$ cat config.mk
export PLATFORM = sky130hd
export DESIGN_NAME = gamepad_shift_layer_remapper_top
export DESIGN_NICKNAME = d
export VERILOG_FILES = /design/src/hw/rtl/gslr_pkg.sv /design/src/hw/rtl/gamepad_shift_layer_remapper_top.sv /design/src/hw/rtl/gslr_cfg_regs.sv /design/src/hw/rtl/gslr_remap.sv
export VERILOG_INCLUDE_DIRS = /design/src /design/src/hw/rtl
export SDC_FILE = /design/constraint.sdc
export NUM_CORES = 1
export LEC_CHECK = 0
export ABC_AREA = 1
export BUFFER_PORTS_ARGS = -buffer_cell sky130_fd_sc_hd__clkbuf_2
export CAP_MARGIN = 10
export CORE_MARGIN = 2
export CORE_UTILIZATION = 58
export CTS_CLUSTER_SIZE = 20
export DETAILED_ROUTE_END_ITERATION = 12
export PLACE_DENSITY = 0.92
export SETUP_SLACK_MARGIN = 0.02
export SLEW_MARGIN = 20
export SYNTH_ARGS = -nofsm -noshare
export SYNTH_HDL_FRONTEND = slang
export SYNTH_SLANG_ARGS = --single-unit
$ cat constraint.sdc
create_clock -name clk -period 6.1 [get_ports clk]
set_input_delay 1.83 -clock clk [delete_from_list [all_inputs] [get_ports clk]]
set_output_delay 1.83 -clock clk [all_outputs]
set_load 0.005 [all_outputs]
$ cat src/hw/rtl/gamepad_shift_layer_remapper_top_macros.svh
// ----------------------------------------------------------------------------
// gamepad shift layer remapper assertion macros
// concurrent assertion wrappers, empty when SYNTHESIS is defined
// ----------------------------------------------------------------------------
`ifndef GAMEPAD_SHIFT_LAYER_REMAPPER_TOP_MACROS_SVH
`define GAMEPAD_SHIFT_LAYER_REMAPPER_TOP_MACROS_SVH

`ifndef SYNTHESIS
// checked on every edge outside reset
`define GSLR_ASSERT(lbl, prop, msg) \
	lbl: assert property (@(posedge clk) disable iff (!arst_n) prop) else $error(msg);
// checked on every edge, reset included
`define GSLR_ASSERT_ALWAYS(lbl, prop, msg) \
	lbl: assert property (@(posedge clk) prop) else $error(msg);
`else
`define GSLR_ASSERT(lbl, prop, msg)
`define GSLR_ASSERT_ALWAYS(lbl, prop, msg)
`endif

`endif

$ cat src/hw/rtl/gslr_pkg.sv
// ----------------------------------------------------------------------------
// gslr_pkg
// types and constants shared by the gamepad shift layer remapper
// ----------------------------------------------------------------------------
`default_nettype none

package gslr_pkg;

	// button word bits
	localparam logic [15:0] BTN_DPAD_UP    = 16'h0001;
	localparam logic [15:0] BTN_DPAD_DOWN  = 16'h0002;
	localparam logic [15:0] BTN_DPAD_LEFT  = 16'h0004;
	localparam logic [15:0] BTN_DPAD_RIGHT = 16'h0008;
	localparam logic [15:0] BTN_START      = 16'h0010;
	localparam logic [15:0] BTN_BACK       = 16'h0020;
	localparam logic [15:0] BTN_RTHUMB     = 16'h0080;
	localparam logic [15:0] BTN_RSHOULDER  = 16'h0200;
	localparam logic [15:0] BTN_A          = 16'h1000;
	localparam logic [15:0] BTN_B          = 16'h2000;
	localparam logic [15:0] BTN_X          = 16'h4000;
	localparam logic [15:0] BTN_Y          = 16'h8000;

	// function key bits
	localparam int KEY_F1 = 0;
	localparam int KEY_F2 = 1;
	localparam int KEY_F3 = 2;
	localparam int KEY_F4 = 3;
	localparam int KEY_F5 = 4;
	localparam int KEY_F6 = 5;
	localparam int KEY_F7 = 6;

	// touch flag bits
	localparam int TF_RIGHT_REST = 0;
	localparam int TF_LEFT_REST  = 1;
	localparam int TF_A_LEFT     = 2;
	localparam int TF_B_LEFT     = 3;
	localparam int TF_A_ANY      = 4;
	localparam int TF_B_ANY      = 5;
	localparam int TF_LEFT_GRIP  = 6;
	localparam int TF_RIGHT_GRIP = 7;

	// haptic request bits
	localparam logic [1:0] HAPTIC_SHORT = 2'b01;
	localparam logic [1:0] HAPTIC_LONG  = 2'b10;

	localparam logic [7:0] TRIGGER_FULL = 8'hFF;

	// configuration register indexes
	localparam int CFG_IDX_W = 2;
	localparam logic [CFG_IDX_W-1:0] CFG_REMAP_ENABLE        = 2'd0;
	localparam logic [CFG_IDX_W-1:0] CFG_STICK_PRESS_LEVEL   = 2'd1;
	localparam logic [CFG_IDX_W-1:0] CFG_STICK_RELEASE_LEVEL = 2'd2;
	localparam logic [CFG_IDX_W-1:0] CFG_TRIGGER_LEVEL       = 2'd3;
	localparam int CFG_DATA_W = 15;

	localparam logic [14:0] STICK_PRESS_RESET   = 15'd25000;
	localparam logic [14:0] STICK_RELEASE_RESET = 15'd5000;
	localparam logic [7:0]  TRIGGER_RESET       = 8'd200;

	typedef struct packed {
		logic               controllers_in_use;
		logic [15:0]        button_word;
		logic [7:0]         left_trigger_in;
		logic signed [15:0] left_stick_x_in;
		logic signed [15:0] left_stick_y_in;
		logic signed [15:0] right_stick_x_in;
		logic signed [15:0] right_stick_y_in;
		logic [7:0]         touch_flags;
	} poll_t;

	typedef struct packed {
		logic [15:0]        button_word_out;
		logic [7:0]         left_trigger_out;
		logic signed [15:0] left_stick_x_out;
		logic signed [15:0] left_stick_y_out;
		logic signed [15:0] right_stick_x_out;
		logic signed [15:0] right_stick_y_out;
		logic [6:0]         key_press_mask;
		logic [6:0]         key_release_mask;
		logic [1:0]         haptic_left;
		logic [1:0]         haptic_right;
	} result_t;

	typedef struct packed {
		logic        remap_enable;
		logic [14:0] stick_press_level;
		logic [14:0] stick_release_level;
		logic [7:0]  trigger_level;
	} cfg_t;

	typedef struct packed {
		logic [6:0] keys_held;
		logic       trigger_latched;
		logic       swap_active;
		logic       start_held;
		logic       select_held;
		logic       left_grip_held;
		logic       right_grip_held;
	} remap_state_t;

endpackage

`default_nettype wire

$ cat src/hw/rtl/gamepad_shift_layer_remapper_top.sv
// throughput: one poll per cycle while results are taken; the remap state is
// updated as each poll leaves the input register for the result register, so
// back-to-back polls see each other's state; the result register frees the
// input side while a result waits to be taken
// reset (arst_n low, asynchronous): pipeline empty, all latched keys and flags
// cleared, configuration back to its default levels with remapping disabled
`default_nettype none

`include "gamepad_shift_layer_remapper_top_macros.svh"

module gamepad_shift_layer_remapper_top (
	input  wire logic                            clk,
	input  wire logic                            arst_n,
	input  wire logic                            poll_valid,
	output logic                                 poll_ready,
	input  wire gslr_pkg::poll_t                 poll,
	output logic                                 result_valid,
	input  wire logic                            result_ready,
	output gslr_pkg::result_t                    result,
	input  wire logic                            cfg_valid,
	output logic                                 cfg_ready,
	input  wire logic [gslr_pkg::CFG_IDX_W-1:0]  cfg_index,
	input  wire logic [gslr_pkg::CFG_DATA_W-1:0] cfg_data
);

	gslr_pkg::cfg_t         cfg;
	gslr_pkg::poll_t        poll_s1;
	logic                   valid_s1;
	gslr_pkg::remap_state_t state_q;
	gslr_pkg::remap_state_t state_next;
	gslr_pkg::result_t      result_next;
	gslr_pkg::result_t      result_q;
	logic                   result_valid_q;
	logic                   advance;

	assign cfg_ready = 1'b1;

	gslr_cfg_regs u_cfg_regs (
		.clk      (clk),
		.arst_n   (arst_n),
		.wr_en    (cfg_valid && cfg_ready),
		.wr_index (cfg_index),
		.wr_data  (cfg_data),
		.cfg      (cfg)
	);

	gslr_remap u_remap (
		.poll       (poll_s1),
		.cfg        (cfg),
		.state      (state_q),
		.result     (result_next),
		.state_next (state_next)
	);

	// item moves from the input register to the result register
	assign advance    = valid_s1 && (!result_valid_q || result_ready);
	assign poll_ready = !valid_s1 || advance;

	always_ff @(posedge clk or negedge arst_n) begin
		if (!arst_n) begin
			valid_s1       <= 1'b0;
			result_valid_q <= 1'b0;
			state_q        <= '0;
		end else begin
			if (poll_ready) begin
				valid_s1 <= poll_valid;
			end
			if (advance) begin
				result_valid_q <= 1'b1;
				state_q        <= state_next;
			end else if (result_ready) begin
				result_valid_q <= 1'b0;
			end
		end
	end

	always_ff @(posedge clk) begin
		if (poll_valid && poll_ready) begin
			poll_s1 <= poll;
		end
		if (advance) begin
			result_q <= result_next;
		end
	end

	assign result_valid = result_valid_q;
	assign result       = result_q;

	`GSLR_ASSERT(a_s1_holds_on_stall,
		valid_s1 && result_valid_q && !result_ready |=> valid_s1,
		"queued poll lost while the result side stalled")
	`GSLR_ASSERT(a_state_only_on_advance,
		!advance |=> $stable(state_q),
		"remap state changed without a poll moving on")
	`GSLR_ASSERT(a_release_only_held,
		advance |=> ((result_q.key_release_mask & ~$past(state_q.keys_held)) == '0),
		"release reported for a key that was not held")
	`GSLR_ASSERT(a_press_leaves_held,
		advance |=> ((result_q.key_press_mask & ~state_q.keys_held) == '0),
		"pressed key not left held")
	`GSLR_ASSERT(a_disabled_no_events,
		advance && !cfg.remap_enable |=> (result_q.key_press_mask == '0) &&
			(result_q.key_release_mask == '0) && (result_q.haptic_left == '0) &&
			(result_q.haptic_right == '0),
		"events raised while remapping is disabled")

endmodule

`default_nettype wire

$ cat src/hw/rtl/gslr_cfg_regs.sv
// ----------------------------------------------------------------------------
// gslr_cfg_regs
// configuration register file, written through the cfg channel
// ----------------------------------------------------------------------------
`default_nettype none

module gslr_cfg_regs (
	input  wire logic                           clk,
	input  wire logic                           arst_n,
	input  wire logic                           wr_en,
	input  wire logic [gslr_pkg::CFG_IDX_W-1:0]  wr_index,
	input  wire logic [gslr_pkg::CFG_DATA_W-1:0] wr_data,
	output gslr_pkg::cfg_t                      cfg
);

	gslr_pkg::cfg_t cfg_q;

	always_ff @(posedge clk or negedge arst_n) begin
		if (!arst_n) begin
			cfg_q.remap_enable        <= 1'b0;
			cfg_q.stick_press_level   <= gslr_pkg::STICK_PRESS_RESET;
			cfg_q.stick_release_level <= gslr_pkg::STICK_RELEASE_RESET;
			cfg_q.trigger_level       <= gslr_pkg::TRIGGER_RESET;
		end else if (wr_en) begin
			case (wr_index)
				gslr_pkg::CFG_REMAP_ENABLE:        cfg_q.remap_enable <= wr_data[0];
				gslr_pkg::CFG_STICK_PRESS_LEVEL:   cfg_q.stick_press_level <= wr_data;
				gslr_pkg::CFG_STICK_RELEASE_LEVEL: cfg_q.stick_release_level <= wr_data;
				gslr_pkg::CFG_TRIGGER_LEVEL:       cfg_q.trigger_level <= wr_data[7:0];
				default: begin
				end
			endcase
		end
	end

	assign cfg = cfg_q;

endmodule

`default_nettype wire

$ cat src/hw/rtl/gslr_remap.sv
// ----------------------------------------------------------------------------
// gslr_remap
// single-pass remap of one poll: releases, shift layers, swap, touches, grips
// ----------------------------------------------------------------------------
`default_nettype none

module gslr_remap (
	input  wire gslr_pkg::poll_t        poll,
	input  wire gslr_pkg::cfg_t         cfg,
	input  wire gslr_pkg::remap_state_t state,
	output gslr_pkg::result_t           result,
	output gslr_pkg::remap_state_t      state_next
);

	always_comb begin
		logic signed [16:0] pl_pos;
		logic signed [16:0] pl_neg;
		logic signed [16:0] rl_pos;
		logic signed [16:0] rl_neg;
		logic signed [16:0] lx;
		logic signed [16:0] ly;
		logic signed [16:0] rx;
		logic signed [16:0] ry;
		logic [15:0]        btn;
		logic [7:0]         lt;
		logic [7:0]         tf;
		logic [6:0]         relm;
		logic [6:0]         pressm;
		logic [6:0]         keys;
		logic [1:0]         hl;
		logic [1:0]         hr;
		logic               trig;
		logic               swap;
		logic               ltp;

		pl_pos = {2'b00, cfg.stick_press_level};
		pl_neg = -pl_pos;
		rl_pos = {2'b00, cfg.stick_release_level};
		rl_neg = -rl_pos;
		lx     = 17'(poll.left_stick_x_in);
		ly     = 17'(poll.left_stick_y_in);
		rx     = 17'(poll.right_stick_x_in);
		ry     = 17'(poll.right_stick_y_in);
		btn    = poll.button_word;
		lt     = poll.left_trigger_in;
		tf     = poll.touch_flags;
		relm   = '0;
		pressm = '0;
		hl     = '0;
		hr     = '0;
		ltp    = 1'b0;
		keys   = state.keys_held;
		trig   = state.trigger_latched;
		swap   = state.swap_active;
		state_next = state;

		if (cfg.remap_enable && poll.controllers_in_use) begin
			// releases judged on the original inputs
			relm[gslr_pkg::KEY_F1] = keys[gslr_pkg::KEY_F1] && ((btn & gslr_pkg::BTN_A) == '0);
			relm[gslr_pkg::KEY_F2] = keys[gslr_pkg::KEY_F2] && ((btn & gslr_pkg::BTN_X) == '0);
			relm[gslr_pkg::KEY_F3] = keys[gslr_pkg::KEY_F3] &&
				((btn & gslr_pkg::BTN_RTHUMB) == '0);
			relm[gslr_pkg::KEY_F5] = keys[gslr_pkg::KEY_F5] && (ry > rl_neg);
			relm[gslr_pkg::KEY_F4] = keys[gslr_pkg::KEY_F4] && (ry < rl_pos);
			relm[gslr_pkg::KEY_F6] = keys[gslr_pkg::KEY_F6] && (rx > rl_neg);
			relm[gslr_pkg::KEY_F7] = keys[gslr_pkg::KEY_F7] && (rx < rl_pos);
			keys = keys & ~relm;
			if (trig && (lt < cfg.trigger_level)) begin
				trig = 1'b0;
			end

			// right rest with B and Y up: left stick to d-pad, checks see earlier zeroing
			if (tf[gslr_pkg::TF_RIGHT_REST] &&
			    ((btn & (gslr_pkg::BTN_B | gslr_pkg::BTN_Y)) == '0)) begin
				if (ly <= pl_neg) begin
					ly  = '0;
					btn = btn | gslr_pkg::BTN_DPAD_DOWN;
				end
				if (ly >= pl_pos) begin
					ly  = '0;
					btn = btn | gslr_pkg::BTN_DPAD_UP;
				end
				if (lx <= pl_neg) begin
					lx  = '0;
					btn = btn | gslr_pkg::BTN_DPAD_LEFT;
				end
				if (lx >= pl_pos) begin
					lx  = '0;
					btn = btn | gslr_pkg::BTN_DPAD_RIGHT;
				end
			end

			// left rest without pad touches: latched key presses
			if (tf[gslr_pkg::TF_LEFT_REST] && !tf[gslr_pkg::TF_A_LEFT] &&
			    !tf[gslr_pkg::TF_B_LEFT]) begin
				if (((btn & gslr_pkg::BTN_A) != '0) && !keys[gslr_pkg::KEY_F1]) begin
					pressm[gslr_pkg::KEY_F1] = 1'b1;
					keys[gslr_pkg::KEY_F1]   = 1'b1;
					btn = btn & ~gslr_pkg::BTN_A;
				end
				if (((btn & gslr_pkg::BTN_X) != '0) && !keys[gslr_pkg::KEY_F2]) begin
					pressm[gslr_pkg::KEY_F2] = 1'b1;
					keys[gslr_pkg::KEY_F2]   = 1'b1;
					btn = btn & ~gslr_pkg::BTN_X;
				end
				if (((btn & gslr_pkg::BTN_RTHUMB) != '0) && !keys[gslr_pkg::KEY_F3]) begin
					pressm[gslr_pkg::KEY_F3] = 1'b1;
					keys[gslr_pkg::KEY_F3]   = 1'b1;
					btn = btn & ~gslr_pkg::BTN_RTHUMB;
				end
				if ((ry <= pl_neg) && !keys[gslr_pkg::KEY_F5]) begin
					pressm[gslr_pkg::KEY_F5] = 1'b1;
					keys[gslr_pkg::KEY_F5]   = 1'b1;
					ry = '0;
				end
				if ((ry >= pl_pos) && !keys[gslr_pkg::KEY_F4]) begin
					pressm[gslr_pkg::KEY_F4] = 1'b1;
					keys[gslr_pkg::KEY_F4]   = 1'b1;
					ry = '0;
				end
				if ((rx <= pl_neg) && !keys[gslr_pkg::KEY_F6]) begin
					pressm[gslr_pkg::KEY_F6] = 1'b1;
					keys[gslr_pkg::KEY_F6]   = 1'b1;
					rx = '0;
				end
				if ((rx >= pl_pos) && !keys[gslr_pkg::KEY_F7]) begin
					pressm[gslr_pkg::KEY_F7] = 1'b1;
					keys[gslr_pkg::KEY_F7]   = 1'b1;
					rx = '0;
				end
				// trigger toggles the lt / rb swap
				if ((lt >= cfg.trigger_level) && !trig) begin
					trig = 1'b1;
					swap = !swap;
					lt   = '0;
					hl   = hl | gslr_pkg::HAPTIC_LONG;
					hr   = hr | gslr_pkg::HAPTIC_LONG;
				end
			end

			if (swap) begin
				ltp = lt >= cfg.trigger_level;
				lt  = ((btn & gslr_pkg::BTN_RSHOULDER) != '0) ? gslr_pkg::TRIGGER_FULL : '0;
				btn = ltp ? (btn | gslr_pkg::BTN_RSHOULDER) : (btn & ~gslr_pkg::BTN_RSHOULDER);
			end

			// start and back follow the pad touches
			btn = btn & ~(gslr_pkg::BTN_START | gslr_pkg::BTN_BACK);
			if (tf[gslr_pkg::TF_A_ANY]) begin
				btn = btn | gslr_pkg::BTN_START;
				if (!state.start_held) begin
					hl = hl | gslr_pkg::HAPTIC_SHORT;
				end
			end
			if (tf[gslr_pkg::TF_B_ANY]) begin
				btn = btn | gslr_pkg::BTN_BACK;
				if (!state.select_held) begin
					hl = hl | gslr_pkg::HAPTIC_SHORT;
				end
			end

			// grip edges
			if (tf[gslr_pkg::TF_LEFT_GRIP] != state.left_grip_held) begin
				hl = hl | gslr_pkg::HAPTIC_SHORT;
			end
			if (tf[gslr_pkg::TF_RIGHT_GRIP] != state.right_grip_held) begin
				hr = hr | gslr_pkg::HAPTIC_SHORT;
			end

			state_next.keys_held       = keys;
			state_next.trigger_latched = trig;
			state_next.swap_active     = swap;
			state_next.start_held      = tf[gslr_pkg::TF_A_ANY];
			state_next.select_held     = tf[gslr_pkg::TF_B_ANY];
			state_next.left_grip_held  = tf[gslr_pkg::TF_LEFT_GRIP];
			state_next.right_grip_held = tf[gslr_pkg::TF_RIGHT_GRIP];
		end

		result.button_word_out   = btn;
		result.left_trigger_out  = lt;
		result.left_stick_x_out  = lx[15:0];
		result.left_stick_y_out  = ly[15:0];
		result.right_stick_x_out = rx[15:0];
		result.right_stick_y_out = ry[15:0];
		result.key_press_mask    = pressm;
		result.key_release_mask  = relm;
		result.haptic_left       = hl;
		result.haptic_right      = hr;
	end

endmodule

`default_nettype wire
### Word level (Yosys, flattened, before mapping)

Cells that the tools add are included.

* flip-flop bits (word level): 257
* latch bits: 0
* RAM bits: 0
* memory bits (read-only): 0
* input port bits: 119
* output and inout port bits: 109
* logic and storage cells: 186
* memories: 0

* $add $sub $neg: 2
* $mul: 0
* div/mod/pow operators: 0
* order comparisons: 15
* equality and inequality tests: 5
* shift-type cells: 0
* multiplexer cells: 82
* bitwise logic cells: 2
* reduce and logical (&&, ||, !) cells: 49

Operator list (count)
* $mux 16: 20
* $mux 17: 12
* $ge 17x16->1: 4
* $le 16x17->1: 4
* $logic_not 16->1: 4
* $mux 8: 7
* $gt 16x17->1: 2
* $neg 15->17: 2
* $lt 16x16->1: 2
* $mux 1: 30
* $logic_and 1x1->1: 22
* $mux 10: 2
* $ge 8x8->1: 2
* $mux 15: 1
* $logic_not 1->1: 13
* $mux 13: 1
* $reduce_and 2->1: 6
* $lt 8x8->1: 1
* $mux 4: 2
* $and 7x7->7: 1
* $mux 7: 1
* $not 7->7: 1
* $mux 2: 3
* $mux 6: 1
* other kinds (8): 11

### Longest topological paths before layout

Gate-level depths: netlist (run 1).

* word-level depth: 28
* mapped depth: 36

### Cells and area by module

Synthesis (run 1) repeated with hierarchy kept, for this count alone.

* cell total of the unflattened synthesis: 1629
* area total of the unflattened synthesis: 15651.3 µm²

By module, submodules not included
* gslr_remap: instances 1, cells each 1180, area an instance 7201.9 µm²
* gamepad_shift_layer_remapper_top: instances 1, cells each 271, area an instance 6708.9 µm²
* gslr_cfg_regs: instances 1, cells each 178, area an instance 1740.4 µm²

### Least setup slack after synthesis (run 1)

Ideal clock, no wire load.

* kind: reg2reg
* start point: reg u_cfg_regs.cfg_q (netlist bit u_cfg_regs.cfg[23])
* end point: reg result_q (netlist bit result[40]) (data pin)
* library setup time: 0.252 ns
* arrival time: 4.893 ns
* required time: 5.848 ns
* path slack: 0.954 ns
* stages on the path, launching flop included: 35
* path buffers: 2
* clock period less this slack: 5.146 ns
* cell sequence: dfrtp_1 nor3_1 nand2_1 nor2_1 nand3_1 nor3_1 nand3_1 nor2_1 nand2_1 nor3_1 ha_1 inv_1 nor3_1 inv_1 a21oi_1 a2111oi_0 nand3_1 o21ai_2 nand2_8 buf_6 nand2_1 inv_1 ha_1 nand2_1 nor2_1 nand3b_1 nand4_1 nand4_1 nand4_1 a21oi_1 o21bai_1 nand3_4 buf_6 nand2_1 nand2_1

RTL lines
* start: declaration: line gslr_cfg_regs.sv:16 `gslr_pkg::cfg_t cfg_q;`
* end signal: assignment: line gamepad_shift_layer_remapper_top.sv:82 `result_q <= result_next;`
* end: declaration: line gamepad_shift_layer_remapper_top.sv:32 `gslr_pkg::result_t result_q;`

==> key figures, run 1 <==
Floorplanning
  • Number of I/O pins: 228
  • Initial core utilization: 59.4%
  • Die height: 168 µm
  • Die Area: 28200 µm²
  • Std cell rows: 59
  • Die W: ~170 µm
  • Core Region: 26200 µm²

Detailed routing
  • Via/cell ratio: 5.77
  • Via count: 13081
  • Drt drc: 0
  • Drt pass-1 iters: 6
  • Routed WL: 43.3 mm
  • DR iter-0 viols: 1239
  • Antenna viol nets, final: 0
  • Wirelength per Cell: ~19 µm

Setup path
  • Crit path max-delay family: simple AND/OR/NAND/NOR gates
  • Most used cell, CP: nand2_1
  • CP Data Required Time: 6.40 ns
  • Crit Path Class: reg -> reg
  • Crit. End Element: flip-flop
  • Arrival @ worst endpoint: between 5 and 6 ns
  • Crit-path max FO: 15
  • CP max stage cell: dfrtp_2
  • WP buf/inv: 1
  • Slowest stage delay, CP: 0.49 ns
  • Reg-to-reg slack, setup: 0.42 ns
  • Worst setup SP type: flip-flop

STA
  • Period utilization: 93.1%
  • Max-slew violation count: 0
  • Max frequency: 176 MHz
  • RSZ-0062 raised after global routing: no
  • Final hold vios: 0
  • Slew margin rel.: 28.3%
  • Final setup violation count: 0
  • Setup TNS Final: 0 ns
  • Tightest Pin Transition: approximately 1.1 ns
  • Worst Clk Skew: 0.0228 ns
  • Final Critical Period: 5.68 ns
  • Final WS setup: 0.420 ns

Synthesis
  • Fraction of registers with async set/reset: 21.1%
  • Synth unique cells: 49
  • Net Count, Synth: 1993
  • Yosys warning count: 0
  • Mapped Cells: between 1500 and 2000
  • Prevailing post-synth register cell: edfxtp_1
  • Post-synth EDFFs: ~200
  • Synthesis-stage register bit count: roughly 260
  • Syn_area_per_cell: ~9.3 µm²
  • Sequential area share after synthesis: between 40% and 50%
  • Synthesized cell area: between 15000 and 20000 µm²

Clock network
  • CTS tree: done
  • H-Tree Depth: 1
  • Sink Count: ~260
  • Longest Clk Path Bufs: 3
  • Worst-Skew Late Latency: ~0.56 ns
  • Num CTS Buffers: 27
  • Root buf cell: clkbuf_16
  • Post-CTS Hold Fix Bufs: 0
  • Clock transition at path regs: 0.06 ns

Global routing
  • Total track usage: 30.0%
  • Global-route wire length before repair: roughly 66 mm
  • Largest net degree at the start of global routing: 77
  • Global route hottest layer: met2
  • Met2 Use GR: 49.3%
  • Number of global-route vias before repair: roughly 12000
  • Overflow after GRT: 0
  • Grt met3 use: 4.82%
  • Initial antenna violation count: 1
  • Met1 GRT Util: 40.1%

Power and ir drop
  • P per Cell Area: ~300 nW/µm²
  • Lkg Pwr: 0.00874 µW
  • Largest vdd supply drop: roughly 0.33 mV

Placed design
  • RD Place Congestion: 0.946
  • Placed Instances: 2215
  • Placement Setup Slack: 0.243 ns
  • HPWL after DPL: 32.6 mm
  • Port bufs: 226

Final layout
  • Most common cell after layout, fill and taps aside: nand2_1
  • Final #Nets: 2235
  • Fin cells: 2268
  • Ant diodes: 0
  • Most frequent cells in the layout: nand2_1 (359), clkbuf_2 (226), inv_1 (212), ha_1 (204), edfxtp_1 (202)
  • Area growth, synth to finish: 15.9%
  • Fill count: 1982
  • Layout cell share with drive strength beyond 1: 18.3%

Run
  • Max-Cap Viols: 0

Run status
  • Outcome: finished clean

Hold path
  • Hold Path Class: reg -> reg
==> Yosys cell counts, types with 4 or more instances <==
| master | n | share of area, % |
|---|---|---|
| buf_6 | 4 | 0.29 |
| nand2_1 | 361 | 8.7 |
| nand4_1 | 26 | 1.0 |
| o21ai_0 | 110 | 3.5 |
| inv_2 | 7 | 0.17 |
| xor2_1 | 22 | 1.2 |
| ha_1 | 204 | 16 |
| o21bai_1 | 8 | 0.39 |
| nand2_2 | 5 | 0.20 |
| inv_1 | 216 | 5.2 |
| nor2_1 | 144 | 3.5 |
| edfxtp_1 | 202 | 39 |
| buf_1 | 7 | 0.17 |
| nor3_1 | 37 | 1.2 |
| nand2_4 | 5 | 0.36 |
| clkbuf_1 | 22 | 0.53 |
| nand3b_1 | 7 | 0.34 |
| a31oi_1 | 10 | 0.40 |
| o31ai_1 | 7 | 0.34 |
| o21a_1 | 4 | 0.19 |
| dfrtp_1 | 40 | 6.4 |
| nor4_1 | 4 | 0.16 |
| nand3_1 | 62 | 2.0 |
| nor2_2 | 6 | 0.24 |
| a21oi_1 | 84 | 2.7 |
| dfstp_2 | 14 | 2.4 |
| o211ai_1 | 10 | 0.48 |
==> layer usage <==
layer | wire [µm] | part of all wire, %
met4 | 1830 | 4.2
met2 | 20100 | 46
met3 | 3670 | 8.5
met5 | 13 | 0.030
met1 | 17700 | 41
==> report_power, final <==
| part | switching (µW) | internal [µW] |
|---|---|---|
| sequential | 183 | 2170 |
| clock | 684 | 906 |
| combinational | 1040 | 580 |
| total | 1910 | 3650 |
==> logic make-up after synthesis <==
group / count (synthesis) / share of synthesized area, %
adders and majority gates: 204 / 16.4
other: 1 / 0.0241
and+or+nand+nor: 670 / 18.8
xor gates and xnor gates: 23 / 1.29
buffers and inverters: 259 / 6.49
AOI/OAI and AO/OA: 257 / 9.25
DFF: 256 / 47.8
==> stage by stage <==
step	util, %	hold WS, ns	power, µW	instance area, µm²
2_1_floorplan	-	0.400	3390	15600
3_5_place_dp	65.2	0.405	3950	17100
3_3_place_gp	65.2	0.401	3860	17100
6_report	68.8	0.419	5560	18000
4_1_cts	68.5	0.419	5550	17900
5_1_grt	68.8	0.424	5870	18000
==> sequential cells by signal (all words and copies together) (netlist names) <==
| signal | flops |
|---|---|
| result | 105 |
| poll_s1 | 97 |
| u_cfg_regs.cfg | 39 |
| state_q | 13 |
| result_valid | 1 |
| valid_s1 | 1 |
==> path summary, 6_finish.rpt <==
kind	startpoint	end	cells past startpoint
worst max-delay path	u_cfg_regs.cfg[23]	result[90]	31
worst min-delay path	poll_s1[88]	result[98]	0
worst max register to register	u_cfg_regs.cfg[23]	result[90]	31
worst min register to register	poll_s1[88]	result[98]	0
max in group asynchronous	arst_n	u_cfg_regs.cfg[23]	2
min in group asynchronous	arst_n	u_cfg_regs.cfg[0]	2
==> final cells by class <==
cell class / instances / area, µm² / area share (%)
flip-flops and latches: 256 / 7440 / 41.2
well taps: 335 / 419 / 2.32
repair inverters: 1 / 7.51 / 0.0416
clock inverters: 18 / 164 / 0.909
clock buffers: 32 / 694 / 3.85
multi-input cells: 1155 / 7170 / 39.8
inverters: 224 / 850 / 4.71
repair buffers: 247 / 1290 / 7.15
==> repair_timing <==
action | CTS | global route
endpoints found under the setup margin | 0 | 64
setup buffers | 0 | 2
resized for setup | 0 | 21
Note: power is estimated with default switching activity, not from simulation.
==> run 2, diff against run 1 <==
--- a/config.mk
+++ b/config.mk
@@ -10,10 +10,10 @@
 export BUFFER_PORTS_ARGS = -buffer_cell sky130_fd_sc_hd__clkbuf_2
 export CAP_MARGIN = 10
 export CORE_MARGIN = 2
-export CORE_UTILIZATION = 58
+export CORE_UTILIZATION = 63
 export CTS_CLUSTER_SIZE = 20
 export DETAILED_ROUTE_END_ITERATION = 12
-export PLACE_DENSITY = 0.92
+export PLACE_DENSITY = 0.87
 export SETUP_SLACK_MARGIN = 0.02
 export SLEW_MARGIN = 20
 export SYNTH_ARGS = -nofsm -noshare
==> constraint.sdc (replaced) <==
create_clock -name clk -period 6.9 [get_ports clk]
set_input_delay 2.07 -clock clk [delete_from_list [all_inputs] [get_ports clk]]
set_output_delay 2.07 -clock clk [all_outputs]
set_load 0.005 [all_outputs]
==> key figures, run 2 (synthesized netlist as in run 1, its figures left out) <==
Final layout
  • Final Util: 73.8% (was 68.8%)
  • Most common cell after layout, fill and taps aside: nand2_1 (unchanged)
  • Area growth, synth to finish: 15.4% (was 15.9%)
  • Ant diodes: 0 (unchanged)
  • Most frequent cells in the layout: nand2_1 (361), clkbuf_2 (226), inv_1 (214), ha_1 (204), edfxtp_1 (202) (was nand2_1 (359), clkbuf_2 (226), inv_1 (212), ha_1 (204), edfxtp_1 (202))
  • Final #Nets: 2222 (was 2235)
  • Layout cell share with drive strength beyond 1: 16.9% (was 18.3%)
  • Max reg flops: 105 (unchanged)

Placed design
  • RD Place Congestion: 1.01 (was 0.946)
  • Placement Setup Slack: 0.661 ns (was 0.243 ns)
  • HPWL after DPL: 32.7 mm (was 32.6 mm)
  • Port bufs: 226 (unchanged)

Run status
  • Outcome: finished clean (unchanged)

Clock network
  • Num CTS Buffers: 27 (unchanged)
  • Longest Clk Path Bufs: 3 (unchanged)
  • Cts repair resizes: 0 (unchanged)
  • Clock transition at path regs: 0.06 ns (about the same)
  • Post-CTS Setup Inserts: 0 (unchanged)
  • Worst-Skew Late Latency: 0.55 ns (was 0.56 ns)
  • CTS tree: done (unchanged)
  • Post-CTS Hold Fix Bufs: 0 (unchanged)
  • Sink Count: 256 (unchanged)
  • H-Tree Depth: 1 (unchanged)
  • Root buf cell: clkbuf_16 (unchanged)

Setup path
  • Worst setup SP type: flip-flop (unchanged)
  • Crit. End Element: flip-flop (unchanged)
  • Slowest stage delay, CP: 0.60 ns (was 0.49 ns)
  • Crit Path Class: reg -> reg (unchanged)
  • CP Data Required Time: 7.19 ns (was 6.40 ns)
  • Arrival @ worst endpoint: 6.71 ns (was 5.98 ns)
  • Crit-path max FO: 18 (was 15)
  • CP max stage cell: a21oi_1 (was dfrtp_2)

Power and ir drop
  • Largest vdd supply drop: 0.273 mV (was 0.330 mV)
  • Comb power frac: 28.0% (was 29.2%)
  • Sequential share of power: 40.9% (was 42.2%)
  • Clock power frac: 31.1% (was 28.6%)
  • P per Cell Area: 283 nW/µm² (was 308 nW/µm²)
  • Internal: 3390 µW (was 3650 µW)
  • Net Sw Frac: 33.2% (was 34.4%)
  • Lkg Pwr: 0.00872 µW (was 0.00874 µW)
  • NetSw: 1680 µW (was 1910 µW)
  • Total power: 5070 µW (was 5560 µW)

STA
  • Period utilization: 93.2% (was 93.1%)
  • Max-slew violation count: 0 (unchanged)
  • Final WS setup: 0.472 ns (was 0.420 ns)
  • Final Critical Period: 6.43 ns (was 5.68 ns)
  • Worst Clk Skew: 0.0195 ns (was 0.0228 ns)
  • Max frequency: 156 MHz (was 176 MHz)
  • Final hold vios: 0 (unchanged)
  • RSZ-0062 raised after global routing: no (unchanged)
  • Setup TNS Final: 0 ns (unchanged)
  • Tightest Pin Transition: 0.976 ns (was 1.08 ns)
  • Slew margin rel.: 34.8% (was 28.3%)
  • Final setup violation count: 0 (unchanged)

Detailed routing
  • Antenna viol nets, final: 0 (unchanged)
  • Routed WL: 44.1 mm (was 43.3 mm)
  • Via count: 13103 (was 13081)
  • Drt pass-1 iters: 6 (unchanged)
  • DR iter-0 viols: 1104 (was 1239)
  • Via/cell ratio: 5.84 (was 5.77)
  • Drt drc: 0 (unchanged)
  • Wirelength per Cell: 19.6 µm (was 19.1 µm)

Floorplanning
  • Number of I/O pins: 228 (unchanged)
  • Core Region: 24300 µm² (was 26200 µm²)
  • Die height: 161 µm (was 168 µm)
  • Std cell rows: 57 (was 59)
  • Die W: 161 µm (was 168 µm)
  • Die Area: 26000 µm² (was 28200 µm²)
  • Initial core utilization: 64.0% (was 59.4%)

Global routing
  • Overflow after GRT: 0 (unchanged)
  • Initial antenna violation count: 0 (was 1)
  • Total track usage: 33.7% (was 30.0%)
  • Number of global-route vias before repair: 12929 (was 12315)
  • Largest net degree at the start of global routing: 57 (was 77)
  • Global-route wire length before repair: 67.8 mm (was 65.6 mm)

Run
  • Max-Cap Viols: 0 (unchanged)

Hold path
  • Hold Path Class: reg -> reg (unchanged)
==> run 2: cell count changes in the layout (fill, tap and decap cells not counted), moves of 3 or more <==
cell and delta:
bufinv_16 +5, o21ai_0 +5, clkinvlp_4 -3, buf_4 -12, clkinv_2 -5, o21ai_1 -5
==> run 2: per-stage QoR <==
| stage | instances | hold slack, ns | area, µm² |
|---|---|---|---|
| 6_report | 2243 | 0.420 | 18000 |
| 2_1_floorplan | 1670 | 0.400 | 15600 |
| 3_5_place_dp | 2194 | 0.408 | 17000 |
| 3_3_place_gp | 2194 | 0.401 | 17000 |
| 4_1_cts | 2243 | 0.422 | 18000 |
| 5_1_grt | 2243 | 0.433 | 18000 |
==> run 2: cell type report <==
type,count,area (µm²)
clock buffers,33,698
clock inverters,16,256
fillers,1785,6360
inverters,224,846
multi-input cells,1155,7120
flip-flops and latches,256,7430
well taps,324,405
repair buffers,235,1200
==> run 2: metal layers <==
| layer | part of all wire [%] | global-route usage (%) | up-vias | routed length, µm |
|---|---|---|---|---|
| met4 | 4.4 | 14.6 | 0 | 1960 |
| met2 | 46 | 56.0 | 680 | 20500 |
| met1 | 40 | 43.9 | 6098 | 17700 |
| met5 | 0 | 0 | - | 0 |
| met3 | 9.0 | 5.96 | 163 | 3960 |
| li1 | - | - | 6162 | - |
==> run 2: power groups by stage <==
| stage | Sequential (µW) | Combinational [µW] | Clock [µW] |
|---|---|---|---|
| after floorplan | 2050 | 944 | 0 |
| after global placement | 2090 | 1310 | 0 |
| final | 2080 | 1420 | 1580 |
| after CTS | 2070 | 1400 | 1590 |
| after detailed placement | 2100 | 1380 | 0 |
| after global routing | 2090 | 1600 | 1650 |
==> run 2: worst paths after layout <==
path | startpoint | end | slack (ns) | cells after the start
worst max-delay path | u_cfg_regs.cfg[24] | result[22] | 0.47 | 31
worst min-delay path | poll_s1[91] | result[101] | 0.42 | 0
worst max register to register | u_cfg_regs.cfg[24] | result[22] | 0.47 | 31
worst min register to register | poll_s1[91] | result[101] | 0.42 | 0
max in group asynchronous | arst_n | state_q[11] | 4.75 | 2
min in group asynchronous | arst_n | state_q[4] | 1.67 | 2
==> run 2: worst max-delay path: cells and delay by family (launching register included) <==
family	cells	cell delay [ns]
buffers and inverters	3	0.40
flip-flops	1	0.39
AND/OR/NAND/NOR	18	2.76
AO/OA/AOI/OAI	6	1.27
adder cells (fa/ha/maj)	3	0.87
XOR/XNOR	1	0.45
==> run 3, diff against run 2 <==
--- a/config.mk
+++ b/config.mk
@@ -10,10 +10,10 @@
 export BUFFER_PORTS_ARGS = -buffer_cell sky130_fd_sc_hd__clkbuf_2
 export CAP_MARGIN = 10
 export CORE_MARGIN = 2
-export CORE_UTILIZATION = 63
+export CORE_UTILIZATION = 58
 export CTS_CLUSTER_SIZE = 20
 export DETAILED_ROUTE_END_ITERATION = 12
-export PLACE_DENSITY = 0.87
+export PLACE_DENSITY = 0.81
 export SETUP_SLACK_MARGIN = 0.02
 export SLEW_MARGIN = 20
 export SYNTH_ARGS = -nofsm -noshare
==> constraint.sdc (replaced) <==
create_clock -name clk -period 6.5 [get_ports clk]
set_input_delay 1.95 -clock clk [delete_from_list [all_inputs] [get_ports clk]]
set_output_delay 1.95 -clock clk [all_outputs]
set_load 0.005 [all_outputs]
==> key figures, run 3 (synthesized netlist as in run 1, its figures left out) <==
Placed design
  • HPWL after DPL: 31.8 mm (was 32.7 mm)
  • RD Place Congestion: 1.01 (about the same)
  • Placed Instances: 2207 (was 2194)
  • Placement Setup Slack: 0.550 ns (was 0.661 ns)
  • Port bufs: 226 (unchanged)

Hold path
  • Hold Path Class: reg -> reg (unchanged)

Clock network
  • Worst-Skew Late Latency: 0.55 ns (about the same)
  • Post-CTS Setup Inserts: 0 (unchanged)
  • Sink Count: 256 (unchanged)
  • CTS tree: done (unchanged)
  • Cts repair resizes: 0 (unchanged)
  • Clock transition at path regs: 0.06 ns (about the same)
  • Root buf cell: clkbuf_16 (unchanged)
  • Num CTS Buffers: 28 (was 27)
  • Post-CTS Hold Fix Bufs: 0 (unchanged)
  • Longest Clk Path Bufs: 3 (unchanged)
  • H-Tree Depth: 1 (unchanged)

Setup path
  • Reg2reg start: u_cfg_regs.cfg[24] (unchanged)
  • Crit path max-delay family: simple AND/OR/NAND/NOR gates (unchanged)
  • WP depth: 31 (unchanged)
  • CP max stage cell: a21oi_1 (unchanged)
  • CP Data Required Time: 6.80 ns (was 7.19 ns)
  • Crit Path Class: reg -> reg (unchanged)
  • Crit-path max FO: 18 (unchanged)
  • Critical path launch point: u_cfg_regs.cfg[24] (unchanged)
  • WP buf/inv: 3 (unchanged)
  • Worst setup SP type: flip-flop (unchanged)
  • Critical Path Sink: result[26] (was result[22])
  • Crit. End Element: flip-flop (unchanged)
  • RR Endpoint: result[26] (was result[22])
  • Worst reg2reg path depth: 31 (unchanged)
  • Arrival @ worst endpoint: 6.34 ns (was 6.71 ns)
  • Reg-to-reg slack, setup: 0.46 ns (was 0.47 ns)
  • Slowest stage delay, CP: 0.47 ns (was 0.60 ns)

Power and ir drop
  • P per Cell Area: 294 nW/µm² (was 283 nW/µm²)
  • Total power: 5290 µW (was 5070 µW)
  • Lkg Pwr: 0.00873 µW (was 0.00872 µW)
  • Largest vdd supply drop: 0.260 mV (was 0.273 mV)

Floorplanning
  • Die Area: 28200 µm² (was 26000 µm²)
  • Core Region: 26200 µm² (was 24300 µm²)
  • Number of I/O pins: 228 (unchanged)
  • Std cell rows: 59 (was 57)
  • Initial core utilization: 59.4% (was 64.0%)
  • Die height: 168 µm (was 161 µm)
  • Die W: 168 µm (was 161 µm)

STA
  • Period utilization: 92.9% (was 93.2%)
  • Final WS setup: 0.459 ns (was 0.472 ns)
  • Final hold vios: 0 (unchanged)
  • Slew margin rel.: 33.7% (was 34.8%)
  • RSZ-0062 raised after global routing: no (unchanged)
  • Worst Clk Skew: 0.0151 ns (was 0.0195 ns)
  • Final Critical Period: 6.04 ns (was 6.43 ns)
  • Final setup violation count: 0 (unchanged)
  • Max frequency: 166 MHz (was 156 MHz)
  • Setup TNS Final: 0 ns (unchanged)
  • Tightest Pin Transition: 0.995 ns (was 0.976 ns)
  • Max-slew violation count: 0 (unchanged)

Global routing
  • Initial antenna violation count: 0 (unchanged)
  • Overflow after GRT: 0 (unchanged)
  • Number of global-route vias before repair: 12502 (was 12929)
  • Total track usage: 29.9% (was 33.7%)
  • Largest net degree at the start of global routing: 73 (was 57)
  • Global-route wire length before repair: 65.4 mm (was 67.8 mm)

Detailed routing
  • Via/cell ratio: 5.66 (was 5.84)
  • Antenna viol nets, final: 0 (unchanged)
  • Routed WL: 42.3 mm (was 44.1 mm)
  • Via count: 12786 (was 13103)
  • DR iter-0 viols: 1023 (was 1104)
  • Drt drc: 0 (unchanged)
  • Wirelength per Cell: 18.8 µm (was 19.6 µm)
  • Drt pass-1 iters: 5 (was 6)

Final layout
  • Final Util: 68.6% (was 73.8%)
  • Most frequent cells in the layout: nand2_1 (360), clkbuf_2 (226), inv_1 (213), ha_1 (204), edfxtp_1 (202) (was nand2_1 (361), clkbuf_2 (226), inv_1 (214), ha_1 (204), edfxtp_1 (202))
  • Area growth, synth to finish: 15.5% (was 15.4%)
  • Most common cell after layout, fill and taps aside: nand2_1 (unchanged)
  • Ant diodes: 0 (unchanged)
  • Max reg flops: 105 (unchanged)
  • Final #Nets: 2225 (was 2222)
  • Layout cell share with drive strength beyond 1: 17.6% (was 16.9%)
  • Fin cells: 2258 (was 2243)

Run
  • Max-Cap Viols: 0 (unchanged)

Run status
  • Outcome: finished clean (unchanged)
-- run 3: cell types whose count changed in the layout (fill, tap and decap cells not counted), sizes merged --
cell	change
clkbuf	+3
inv	+1
bufinv	-5
clkinvlp	+1
buf	+2
clkinv	+2
-- run 3: metrics by stage --
stage | hold WS [ns] | cell area (µm²)
final | 0.419 | 18000
after global routing | 0.426 | 18000
after CTS | 0.421 | 18000
after detailed placement | 0.406 | 17000
after global placement | 0.400 | 17000
after floorplan | 0.400 | 15600
-- run 3: worst min path at each step --
stage | start | endpoint | slack (ns) | cells past startpoint
6_report | poll_s1[86] | result[96] | 0.42 | 0
5_1_grt | poll_s1[86] | result[96] | 0.43 | 0
4_1_cts | poll_s1[86] | result[96] | 0.42 | 0
3_5_place_dp | poll_s1[86] | result[96] | 0.41 | 0
3_3_place_gp | poll_s1[90] | result[100] | 0.40 | 0
2_1_floorplan | poll_s1[90] | result[100] | 0.40 | 0
-- run 3: metal layers --
metal / global-route usage [%] / routed length (µm) / vias to the layer above
met5: 0 / 0 / -
met4: 11.7 / 1770 / 0
met3: 4.91 / 3370 / 112
met2: 49.5 / 19700 / 568
met1: 39.7 / 17500 / 5929
li1: - / - / 6177
-- run 3: final cells by class --
cell class / instances / area [µm²]
Clock buffer: 36 / 793
Multi-Input combinational cell: 1155 / 7130
Tap cell: 335 / 419
Inverter: 224 / 846
Sequential cell: 256 / 7430
Timing Repair Buffer: 237 / 1210
Fill cell: 1993 / 8240
Clock inverter: 15 / 134
-- run 3: where the power goes --
| group | total, µW | switching [µW] | internal (µW) | leakage [µW] |
|---|---|---|---|---|
| clock | 1590 | 654 | 940 | 0.000463 |
| sequential | 2200 | 170 | 2030 | 0.00259 |
| combinational | 1490 | 962 | 531 | 0.00567 |
